## config.mk

```make
export PLATFORM = sky130hd
export DESIGN_NAME = heap_sort_engine
export DESIGN_NICKNAME = d
export VERILOG_FILES = /design/src/sv/hse_pkg.sv /design/src/sv/heap_sort_engine.sv /design/src/sv/hse_mem.sv /design/src/sv/hse_cmp.sv /design/src/sv/hse_seq.sv
export SDC_FILE = /design/constraint.sdc
export NUM_CORES = 2
export LEC_CHECK = 0
export BUFFER_PORTS_ARGS = -buffer_cell sky130_fd_sc_hd__buf_2
export CAP_MARGIN = 40
export CORE_MARGIN = 3
export CORE_UTILIZATION = 68
export CTS_BUF_LIST = sky130_fd_sc_hd__clkbuf_4 sky130_fd_sc_hd__clkbuf_8 sky130_fd_sc_hd__clkbuf_16
export DETAILED_ROUTE_END_ITERATION = 7
export GPL_ROUTABILITY_DRIVEN = 0
export PLACE_DENSITY_LB_ADDON = 0.2
export SYNTH_ARGS = -nofsm -noshare
export SYNTH_HDL_FRONTEND = slang
export SYNTH_SLANG_ARGS = --single-unit
```

## constraint.sdc

```tcl
create_clock -name clk -period 13.5 [get_ports clk]
set_input_delay 2.7 -clock clk [delete_from_list [all_inputs] [get_ports clk]]
set_output_delay 2.7 -clock clk [all_outputs]
set_load 0.05 [all_outputs]
```

## src/sv/hse_pkg.sv

```systemverilog
`timescale 1ns / 1ps

package hse_pkg;

  localparam int CAPACITY = 32;
  localparam int ADDR_W   = $clog2(CAPACITY);
  localparam int CNT_W    = $clog2(CAPACITY + 1);
  localparam int CHILD_W  = ADDR_W + 2;

  typedef logic signed [31:0] word_t;
  typedef logic [ADDR_W-1:0]  addr_t;
  typedef logic [CNT_W-1:0]   cnt_t;
  typedef logic [CHILD_W-1:0] child_t;

  typedef struct packed {
    logic  we;
    addr_t waddr;
    word_t wdata;
    addr_t raddr;
  } mem_req_t;

  typedef enum logic [3:0] {
    ST_IDLE,
    ST_LOAD,
    ST_LOADW,
    ST_RDL,
    ST_RDR,
    ST_CMP,
    ST_SW0,
    ST_SW1,
    ST_SW2,
    ST_EMIT
  } state_t;

endpackage

```

## src/sv/heap_sort_engine.sv

```systemverilog
`timescale 1ns / 1ps

// Heapsort engine for signed 32-bit values, holding up to 32 values per set.
// An item is accepted on a clock edge where start is high and busy is low.
// Items without end_of_set are written straight to memory and busy stays low.
// An item with end_of_set closes the set; values past capacity are dropped
// and every result of that run then carries dropped_items.
// After the closing item busy stays high while the heap is built and sorted.
// One comparator and a memory with one read and one write port do the work:
// a sift-down step reads the left child, reads the right child, then compares
// and writes the larger value back; a build sift first loads its node, and
// each root swap reads the root and the last value and writes the root there.
// The run then comes out in ascending order, one result per cycle on
// consecutive cycles, each marked by result_valid for one cycle, the final
// one with run_last. The receiver cannot stall, so results are never held.
// busy drops in the cycle that presents the final result.
// Synchronous reset empties the set and clears the overflow flag.
module heap_sort_engine (
  input  logic                  clk,
  input  logic                  rst,
  input  logic                  start,
  output logic                  busy,
  input  logic signed [31:0]    sample_value,
  input  logic                  end_of_set,
  output logic                  result_valid,
  output logic signed [31:0]    sorted_value,
  output logic                  run_last,
  output logic                  dropped_items
);
  import hse_pkg::*;

  mem_req_t mem_req;
  word_t    rdata;
  word_t    cmp_b;
  logic     cmp_gt;

  hse_mem u_mem (
    .clk   (clk),
    .req   (mem_req),
    .rdata (rdata)
  );

  hse_cmp u_cmp (
    .a  (rdata),
    .b  (cmp_b),
    .gt (cmp_gt)
  );

  hse_seq u_seq (
    .clk           (clk),
    .rst           (rst),
    .start         (start),
    .sample_value  (sample_value),
    .end_of_set    (end_of_set),
    .busy          (busy),
    .mem_req       (mem_req),
    .rdata         (rdata),
    .cmp_b         (cmp_b),
    .cmp_gt        (cmp_gt),
    .result_valid  (result_valid),
    .run_last      (run_last),
    .dropped_items (dropped_items)
  );

  assign sorted_value = rdata;

endmodule

```

## src/sv/hse_mem.sv

```systemverilog
`timescale 1ns / 1ps

module hse_mem (
  input  logic             clk,
  input  hse_pkg::mem_req_t req,
  output hse_pkg::word_t   rdata
);
  import hse_pkg::*;

  word_t mem [CAPACITY];

  always_ff @(posedge clk) begin
    if (req.we) begin
      mem[req.waddr] <= req.wdata;
    end
    rdata <= mem[req.raddr];
  end

endmodule

```

## src/sv/hse_cmp.sv

```systemverilog
`timescale 1ns / 1ps

module hse_cmp (
  input  hse_pkg::word_t a,
  input  hse_pkg::word_t b,
  output logic           gt
);
  import hse_pkg::*;

  assign gt = (a > b);

endmodule

```

## src/sv/hse_seq.sv

```systemverilog
`timescale 1ns / 1ps

module hse_seq (
  input  logic              clk,
  input  logic              rst,
  input  logic              start,
  input  hse_pkg::word_t    sample_value,
  input  logic              end_of_set,
  output logic              busy,
  output hse_pkg::mem_req_t mem_req,
  input  hse_pkg::word_t    rdata,
  output hse_pkg::word_t    cmp_b,
  input  logic              cmp_gt,
  output logic              result_valid,
  output logic              run_last,
  output logic              dropped_items
);
  import hse_pkg::*;

  state_t state, state_next;
  logic   in_build, in_build_next;
  cnt_t   count, count_next;
  logic   ovf, ovf_next;
  cnt_t   n, n_next;
  addr_t  node, node_next;
  addr_t  k, k_next;
  addr_t  pos, pos_next;
  cnt_t   size, size_next;
  word_t  hold, hold_next;
  addr_t  top_idx, top_idx_next;
  word_t  top_val, top_val_next;
  addr_t  out_idx, out_idx_next;
  logic   result_valid_next, run_last_next, dropped_items_next;

  child_t lc, rc, size_ext;
  logic   sift_end;
  logic   sel_r;
  addr_t  new_idx;
  word_t  new_val;
  cnt_t   n_close;

  assign lc       = {1'b0, pos, 1'b1};
  assign rc       = lc + CHILD_W'(1);
  assign size_ext = CHILD_W'(size);
  assign busy     = (state != ST_IDLE);
  assign cmp_b    = (state == ST_CMP) ? top_val : hold;
  assign sel_r    = (rc < size_ext) && cmp_gt;
  assign new_idx  = sel_r ? ADDR_W'(rc) : top_idx;
  assign new_val  = sel_r ? rdata : top_val;
  assign n_close  = (count < cnt_t'(CAPACITY)) ? count + cnt_t'(1) : count;

  always_ff @(posedge clk) begin
    if (rst) begin
      state        <= ST_IDLE;
      count        <= '0;
      ovf          <= 1'b0;
      result_valid <= 1'b0;
    end else begin
      state        <= state_next;
      count        <= count_next;
      ovf          <= ovf_next;
      result_valid <= result_valid_next;
    end
    in_build      <= in_build_next;
    n             <= n_next;
    node          <= node_next;
    k             <= k_next;
    pos           <= pos_next;
    size          <= size_next;
    hold          <= hold_next;
    top_idx       <= top_idx_next;
    top_val       <= top_val_next;
    out_idx       <= out_idx_next;
    run_last      <= run_last_next;
    dropped_items <= dropped_items_next;
  end

  always_comb begin
    state_next         = state;
    in_build_next      = in_build;
    count_next         = count;
    ovf_next           = ovf;
    n_next             = n;
    node_next          = node;
    k_next             = k;
    pos_next           = pos;
    size_next          = size;
    hold_next          = hold;
    top_idx_next       = top_idx;
    top_val_next       = top_val;
    out_idx_next       = out_idx;
    result_valid_next  = 1'b0;
    run_last_next      = run_last;
    dropped_items_next = dropped_items;
    mem_req            = '0;
    sift_end           = 1'b0;

    case (state)
      ST_IDLE: begin
        if (start) begin
          if (count < cnt_t'(CAPACITY)) begin
            mem_req.we    = 1'b1;
            mem_req.waddr = ADDR_W'(count);
            mem_req.wdata = sample_value;
            count_next    = count + cnt_t'(1);
          end else begin
            ovf_next = 1'b1;
          end
          if (end_of_set) begin
            n_next = n_close;
            if (n_close < cnt_t'(2)) begin
              out_idx_next = '0;
              state_next   = ST_EMIT;
            end else begin
              in_build_next = 1'b1;
              node_next     = ADDR_W'((n_close >> 1) - cnt_t'(1));
              state_next    = ST_LOAD;
            end
          end
        end
      end
      ST_LOAD: begin
        mem_req.raddr = node;
        state_next    = ST_LOADW;
      end
      ST_LOADW: begin
        hold_next  = rdata;
        pos_next   = node;
        size_next  = n;
        state_next = ST_RDL;
      end
      ST_RDL: begin
        if (lc < size_ext) begin
          mem_req.raddr = ADDR_W'(lc);
          state_next    = ST_RDR;
        end else begin
          mem_req.we    = 1'b1;
          mem_req.waddr = pos;
          mem_req.wdata = hold;
          sift_end      = 1'b1;
        end
      end
      ST_RDR: begin
        if (cmp_gt) begin
          top_idx_next = ADDR_W'(lc);
          top_val_next = rdata;
        end else begin
          top_idx_next = pos;
          top_val_next = hold;
        end
        mem_req.raddr = (rc < size_ext) ? ADDR_W'(rc) : '0;
        state_next    = ST_CMP;
      end
      ST_CMP: begin
        mem_req.we    = 1'b1;
        mem_req.waddr = pos;
        if (new_idx == pos) begin
          mem_req.wdata = hold;
          sift_end      = 1'b1;
        end else begin
          mem_req.wdata = new_val;
          pos_next      = new_idx;
          state_next    = ST_RDL;
        end
      end
      ST_SW0: begin
        mem_req.raddr = '0;
        state_next    = ST_SW1;
      end
      ST_SW1: begin
        top_val_next  = rdata;
        mem_req.raddr = k;
        state_next    = ST_SW2;
      end
      ST_SW2: begin
        hold_next     = rdata;
        mem_req.we    = 1'b1;
        mem_req.waddr = k;
        mem_req.wdata = top_val;
        pos_next      = '0;
        size_next     = cnt_t'(k);
        state_next    = ST_RDL;
      end
      ST_EMIT: begin
        mem_req.raddr      = out_idx;
        result_valid_next  = 1'b1;
        dropped_items_next = ovf;
        run_last_next      = (cnt_t'(out_idx) == n - cnt_t'(1));
        out_idx_next       = out_idx + ADDR_W'(1);
        if (cnt_t'(out_idx) == n - cnt_t'(1)) begin
          count_next = '0;
          ovf_next   = 1'b0;
          state_next = ST_IDLE;
        end
      end
      default: begin
        state_next = ST_IDLE;
      end
    endcase

    if (sift_end) begin
      if (in_build) begin
        if (node == '0) begin
          in_build_next = 1'b0;
          k_next        = ADDR_W'(n - cnt_t'(1));
          state_next    = ST_SW0;
        end else begin
          node_next  = node - ADDR_W'(1);
          state_next = ST_LOAD;
        end
      end else if (k == ADDR_W'(1)) begin
        out_idx_next = '0;
        state_next   = ST_EMIT;
      end else begin
        k_next     = k - ADDR_W'(1);
        state_next = ST_SW0;
      end
    end
  end

endmodule
```

; After elaboration in Yosys (flattened, before gate mapping)
; Memories as Yosys holds them, arrays and structs flattened. A register that Yosys moved wholly into a read port is not among the register bits.
; Index checks and enable logic that the tools add are counted.
[totals]
output_inout_bits = 36
register_bits = 116
n_memories = 1
mem_bits_rw = 1024
wordCells = 134
[classes]
addsub = 7
n_lt_le_gt_ge = 5
n_eq_ne = 23
n_reduce_logical = 15
muxes = 66
[memory_table]
columns = name, words, width, rd, rd_ports_with_merged_regs, write_ports, line_no
row1 = u_mem.mem, 32, 32, 1, 1, 1, hse_mem.sv:10  ; word_t mem [CAPACITY];
[op_table]
columns = cell, n
row1 = 38-bit one-hot mux with 4 select lines, 1
row2 = 32-bit two-way mux, 4
row3 = 38-bit two-way mux, 3
row4 = 5-bit two-way mux, 21
row5 = 32-bit one-hot mux with 2 select lines, 1
row6 = 4-bit two-way mux, 9
row7 = 4-bit one-hot mux with 9 select lines, 1
row8 = 32-bit greater-than comparator, 1
row9 = 5-bit one-hot mux with 5 select lines, 1
row10 = 6-bit one-hot mux with 2 select lines, 2
row11 = 6-bit two-way mux, 3
row12 = "4-bit by 3-bit equality test with 1-bit output, second input constant", 4
row13 = 1-bit two-way mux, 15
row14 = 5-bit one-hot mux with 3 select lines, 1
row15 = "5-bit by 1-bit subtractor with 5-bit output, second input constant", 3
row16 = 5-bit one-hot mux with 2 select lines, 1
row17 = "3-bit by 2-bit != test with 1-bit output, second input constant", 3
row18 = 3-bit AND reduction, 3
row19 = "4-bit by 2-bit equality test with 1-bit output, second input constant", 2
row20 = "4-bit equality test, second input constant", 2
row21 = "2-bit != test, second input constant", 4
row22 = "6-bit by 1-bit adder with 7-bit output, second input constant", 1
row23 = 7-bit by 6-bit < comparator with 1-bit output, 1
row24 = "6-bit by 1-bit adder with 6-bit output, second input constant", 1
row25 = 23 further kinds, 28

; Logic depth before layout (Yosys ltp)
[logic_depth]
depth_word = 10
ltp_mapped = 20
mapped_depth_nobuf = 17

; Cells and area by module
; Synthesis repeated with hierarchy kept, for this count alone.
[hier_totals]
hier_cells = 3086
area_unflattened_um2 = 48213.7
[by_module_without_submodules]
columns = module, cells_per_inst, area_per_inst_um2, n_inst
row1 = hse_mem, 2260, 40492.6, 1
row2 = hse_seq, 713, 6916.6, 1
row3 = hse_cmp, 113, 804.5, 1

; Worst setup path after synthesis
; OpenSTA, ideal clock, no wires.
[synth_path]
path_kind = input to register
startpoint = in start
endpoint = mem u_mem.mem[12][0] (netlist name), enable pin
setup_time_ns = 0.421
stages = 5
t_required_ns = 13.079
n_path_buf = 1
slack_ns = 7.536
arrival_ns = 5.543
cell_sequence = and3_1 clkbuf_1 a222oi_1 or3b_2 nor2_1
[synth_between]
elab_chain_len = 4
[synth_lines]
columns = item, line_no
row1 = start: declaration, heap_sort_engine.sv:21  ; input logic start,
row2 = 38-bit two-way mux *, hse_seq.sv:100  ; if (start) begin
row3 = 38-bit one-hot mux with 4 select lines *, hse_seq.sv:98  ; case (state)
row4 = 1-bit two-way mux, hse_mem.sv:13  ; if (req.we) begin
row5 = 1-bit two-way mux (not written as such), hse_mem.sv:14  ; mem[req.waddr] <= req.wdata;
row6 = end: declaration, hse_mem.sv:10
; Mark *: on every way between the ends. The rest lies on a longest branch, timed or not.

==> impl_metrics.json <==
{
  "fmax_ghz": 0.180,
  "postSynthAreaPerCell_um2": 16.9,
  "drc": 0,
  "wire_per_inst_um": 27.8,
  "crit-reg2reg-capture": "u_mem.mem[17][28]$_DFFE_PP_",
  "synth_top_area_share_pct": 69.0,
  "grt.total_usage_pct": 30.0,
  "coreArea_um2": 70400,
  "cts_max_path_buffers": 3,
  "dp_hpwl_um": 69900,
  "syn-cell-area_um2": 48600,
  "cp.required_ns": 13.92,
  "finalHoldViolations": 0,
  "clkSinkCount": 1172,
  "finalNetCount": 3101,
  "critPathKind": "flop to flop",
  "start_util_pct": 69.1,
  "crit_fanout": 42,
  "synth_edf_count": 1117,
  "final.min_clock_period_ns": 5.56,
  "worstRegToRegCells": 17,
  "maxSlewViolCount": 0,
  "finalSetupTns_ns": 0,
  "syn_nets": 2971,
  "vias_per_cell": 6.71,
  "max_cap_violations": 0,
  "synth_common_cells": "edfxtp_1, mux2i_1, o22ai_1",
  "cts_buffers": 112,
  "final_area_um2": 54700,
  "min_from": "u_seq.ovf$_SDFFE_PP0P_",
  "cts_setup_buffers": 0,
  "grt-ovfl-total": 0,
  "grt_pass1_wl_um": 167000,
  "die_height_um": 273,
  "min_path_type": "flop to flop",
  "cp_num_buf_inv": 3,
  "crit_top_cell": "buf_4",
  "grt_pass1_vias": 26500,
  "cpPeakStageDelay_ns": 0.61,
  "crit_path_start_kind": "flop",
  "placement_rows": 97,
  "grt_max_degree": 123,
  "slew_headroom_pct": 30.6,
  "drtAntennaViolNets": 0,
  "synth_cells": 2884,
  "synth_seq_cells": 1172,
  "outcome": "finished, final reports clean",
  "synth-async-reset-ratio_pct": 0,
  "holdBufCountCts": 0,
  "path_cells": "nor2b_1 -> nand2_2 -> buf_4 -> mux2i_1 -> ha_1 -> a41o_1 -> a21oi_1 -> o2bb2ai_1 -> o41a_1 -> nor3_2 -> mux2i_4 -> mux2i_1 -> o21ai_4 -> buf_4 -> nand2_1 -> o211ai_1 -> buf_4",
  "setup_viol": 0,
  "cts_tree": "done",
  "worstMarginPinSlew_ns": 1.04,
  "yosysWarnings": 0,
  "die_w_um": 273,
  "synth-compound-area-share_pct": 4.15,
  "drt_iter0_drc": 3703,
  "synth.most_common_cell": "edfxtp_1",
  "yosysSeqAreaShare_pct": 71.2,
  "fin_crit_sh_pct": 41.2,
  "min_path_cells": 0,
  "cellLeakagePower_nw": 22.8,
  "holdPathEnd": "u_seq.dropped_items$_DFFE_PP_",
  "synth_area_leaders": "edfxtp_1, mux2i_1, dfxtp_1",
  "cts_resized": 0,
  "drive_gt1_share_pct": 14.5,
  "synthAdderAreaFrac_pct": 1.31,
  "wl_um": 113000,
  "yosys.area.top_type": "edfxtp_1",
  "rrSetupSlack_ns": 7.94,
  "holdWs_ns": 0.447,
  "slowest_stage": "dfxtp_1",
  "area_growth_pct": 12.5,
  "yosys.area_share.simple_pct": 2.71,
  "pin_count": 72,
  "numPortBuffers": 71,
  "die_area_um2": 74800,
  "dpl-instance-area_um2": 51000,
  "synth_top_family_by_area": "multiplexers",
  "post-place-ws_ns": 7.72,
  "synth_xor_area_share_pct": 0.522,
  "path_delay_family": "compound AO/OA/AOI/OAI gates",
  "crit_arrival_ns": 5.97,
  "insertion_delay_ns": 0.68,
  "h-tree-depth": 3,
  "timing.rr.start": "u_seq.state[0]$_SDFFE_PP0P_",
  "antenna_found_initial": 3,
  "fin_skew_ns": 0.0319,
  "synth.distinct_cells": 60,
  "power.density_nw_per_um2": 233,
  "via_count": 27100,
  "final.setup.worst_slack_ns": 7.94,
  "first_pass_iters": 7,
  "peakVddDrop_uv": 339,
  "rsz0062_at_grt": "no",
  "root_buffer": "clkbuf_16",
  "endpoint_kind": "flop",
  "path_clk_slew_ns": 0.06,
  "synth_ff_type": "edfxtp_1",
  "synthMuxAreaShare_pct": 18.2
}
==> cells by family (layout without fill, tap and decap cells) <==
family,after synthesis,after routing
flip-flops,1172,1172
multiplexers,878,878
AO/OA/AOI/OAI,300,300
AND/OR/NAND/NOR,270,270
buffers and inverters,184,405
adder cells (fa/ha/maj),51,51
XOR/XNOR,29,29
other,0,1
==> cell type report <==
| cell class | instances | area (um2) |
|---|---|---|
| antenna | 1 | 2.50 |
| clock buffer | 137 | 3040 |
| clock inverter | 68 | 671 |
| fill | 3849 | 15700 |
| inverter | 31 | 116 |
| multi-input combinational | 1528 | 13400 |
| sequential | 1172 | 34600 |
| tap | 940 | 1180 |
| timing repair buffer | 169 | 1680 |
==> metal layers <==
layer	vias up	routed length, um	global-route usage [%]
met5	-	8	0
met4	2	2580	7.54
met3	207	10400	5.34
met2	1445	53400	47.2
met1	13800	46200	44.3
li1	11700	-	-
==> flip-flops by register name, summed over array words and instances, names as in the netlist <==
register	cells
u_seq.hold	32
u_seq.top_val	32
u_seq.size	6
u_seq.out_idx	5
u_mem.rdata	32
u_seq.count	6
u_seq.top_idx	5
u_seq.state	4
u_seq.pos	5
u_seq.ovf	1
u_seq.n	6
u_seq.run_last	1
u_seq.result_valid	1
u_seq.node	5
u_seq.k	5
u_seq.dropped_items	1
u_mem.mem	1024
u_seq.in_build	1
==> cell usage in the layout (no fill, tap or decap), drive strengths merged, types with 4 or more instances in the layout <==
cell	Yosys	final
nand3b	7	7
xnor2	16	16
o22ai	135	135
nor2b	11	11
nor4	36	36
xor2	13	13
inv	31	34
or3b	4	4
a22oi	39	39
a222oi	9	9
a21oi	26	26
o21ai	22	22
clkinvlp	0	6
clkinv	0	48
edfxtp	1117	1117
ha	51	51
a21o	6	6
buf	107	169
nand2	76	76
mux2i	841	841
nand3	19	19
o211ai	35	35
clkbuf	46	137
nor3	12	12
nand4	10	10
dfxtp	55	55
bufinv	0	11
nor2	71	71
mux2	37	37
nand2b	10	10
==> worst max path at each step <==
stage,start,end,slack (ns),depth (start not counted)
global route,u_seq.state[0]$_SDFFE_PP0P_,u_mem.mem[17][28]$_DFFE_PP_,7.70,17
CTS,u_seq.state[0]$_SDFFE_PP0P_,u_mem.mem[27][28]$_DFFE_PP_,8.03,17
finish,u_seq.state[0]$_SDFFE_PP0P_,u_mem.mem[17][28]$_DFFE_PP_,7.94,17
detailed placement,start,u_mem.mem[27][2]$_DFFE_PP_,7.72,8
global placement,start,u_mem.mem[25][4]$_DFFE_PP_,7.51,6
floorplan,start,u_mem.mem[12][0]$_DFFE_PP_,7.54,5
==> metrics by stage <==
stage / cells / total power [mW] / utilization [%]
after CTS: 4045 / 12.7 / 77.7
after global placement: 3801 / 9.38 / 71.2
after global routing: 4045 / 13.2 / 77.7
after detailed placement: 3840 / 9.61 / 72.5
final: 4046 / 12.8 / 77.7
after floorplan: 2884 / 8.19 / -
==> report_power, final <==
part / switching [mW] / internal [mW]
Sequential: 0.295 / 4.85
Combinational: 2.86 / 1.64
Clock: 1.31 / 1.81
==> worst reg2reg max path, cell delays in order (launching register included) <==
cell and delay (ns):
dfxtp_1 0.61, nor2b_1 0.38, nand2_2 0.06, buf_4 0.34, mux2i_1 0.28, ha_1 0.34, a41o_1 0.24, a21oi_1 0.16
o2bb2ai_1 0.16, o41a_1 0.45, nor3_2 0.30, mux2i_4 0.32, mux2i_1 0.18, o21ai_4 0.29, buf_4 0.44, nand2_1 0.13
o211ai_1 0.16, buf_4 0.44
(Power assumes the default switching activity.)
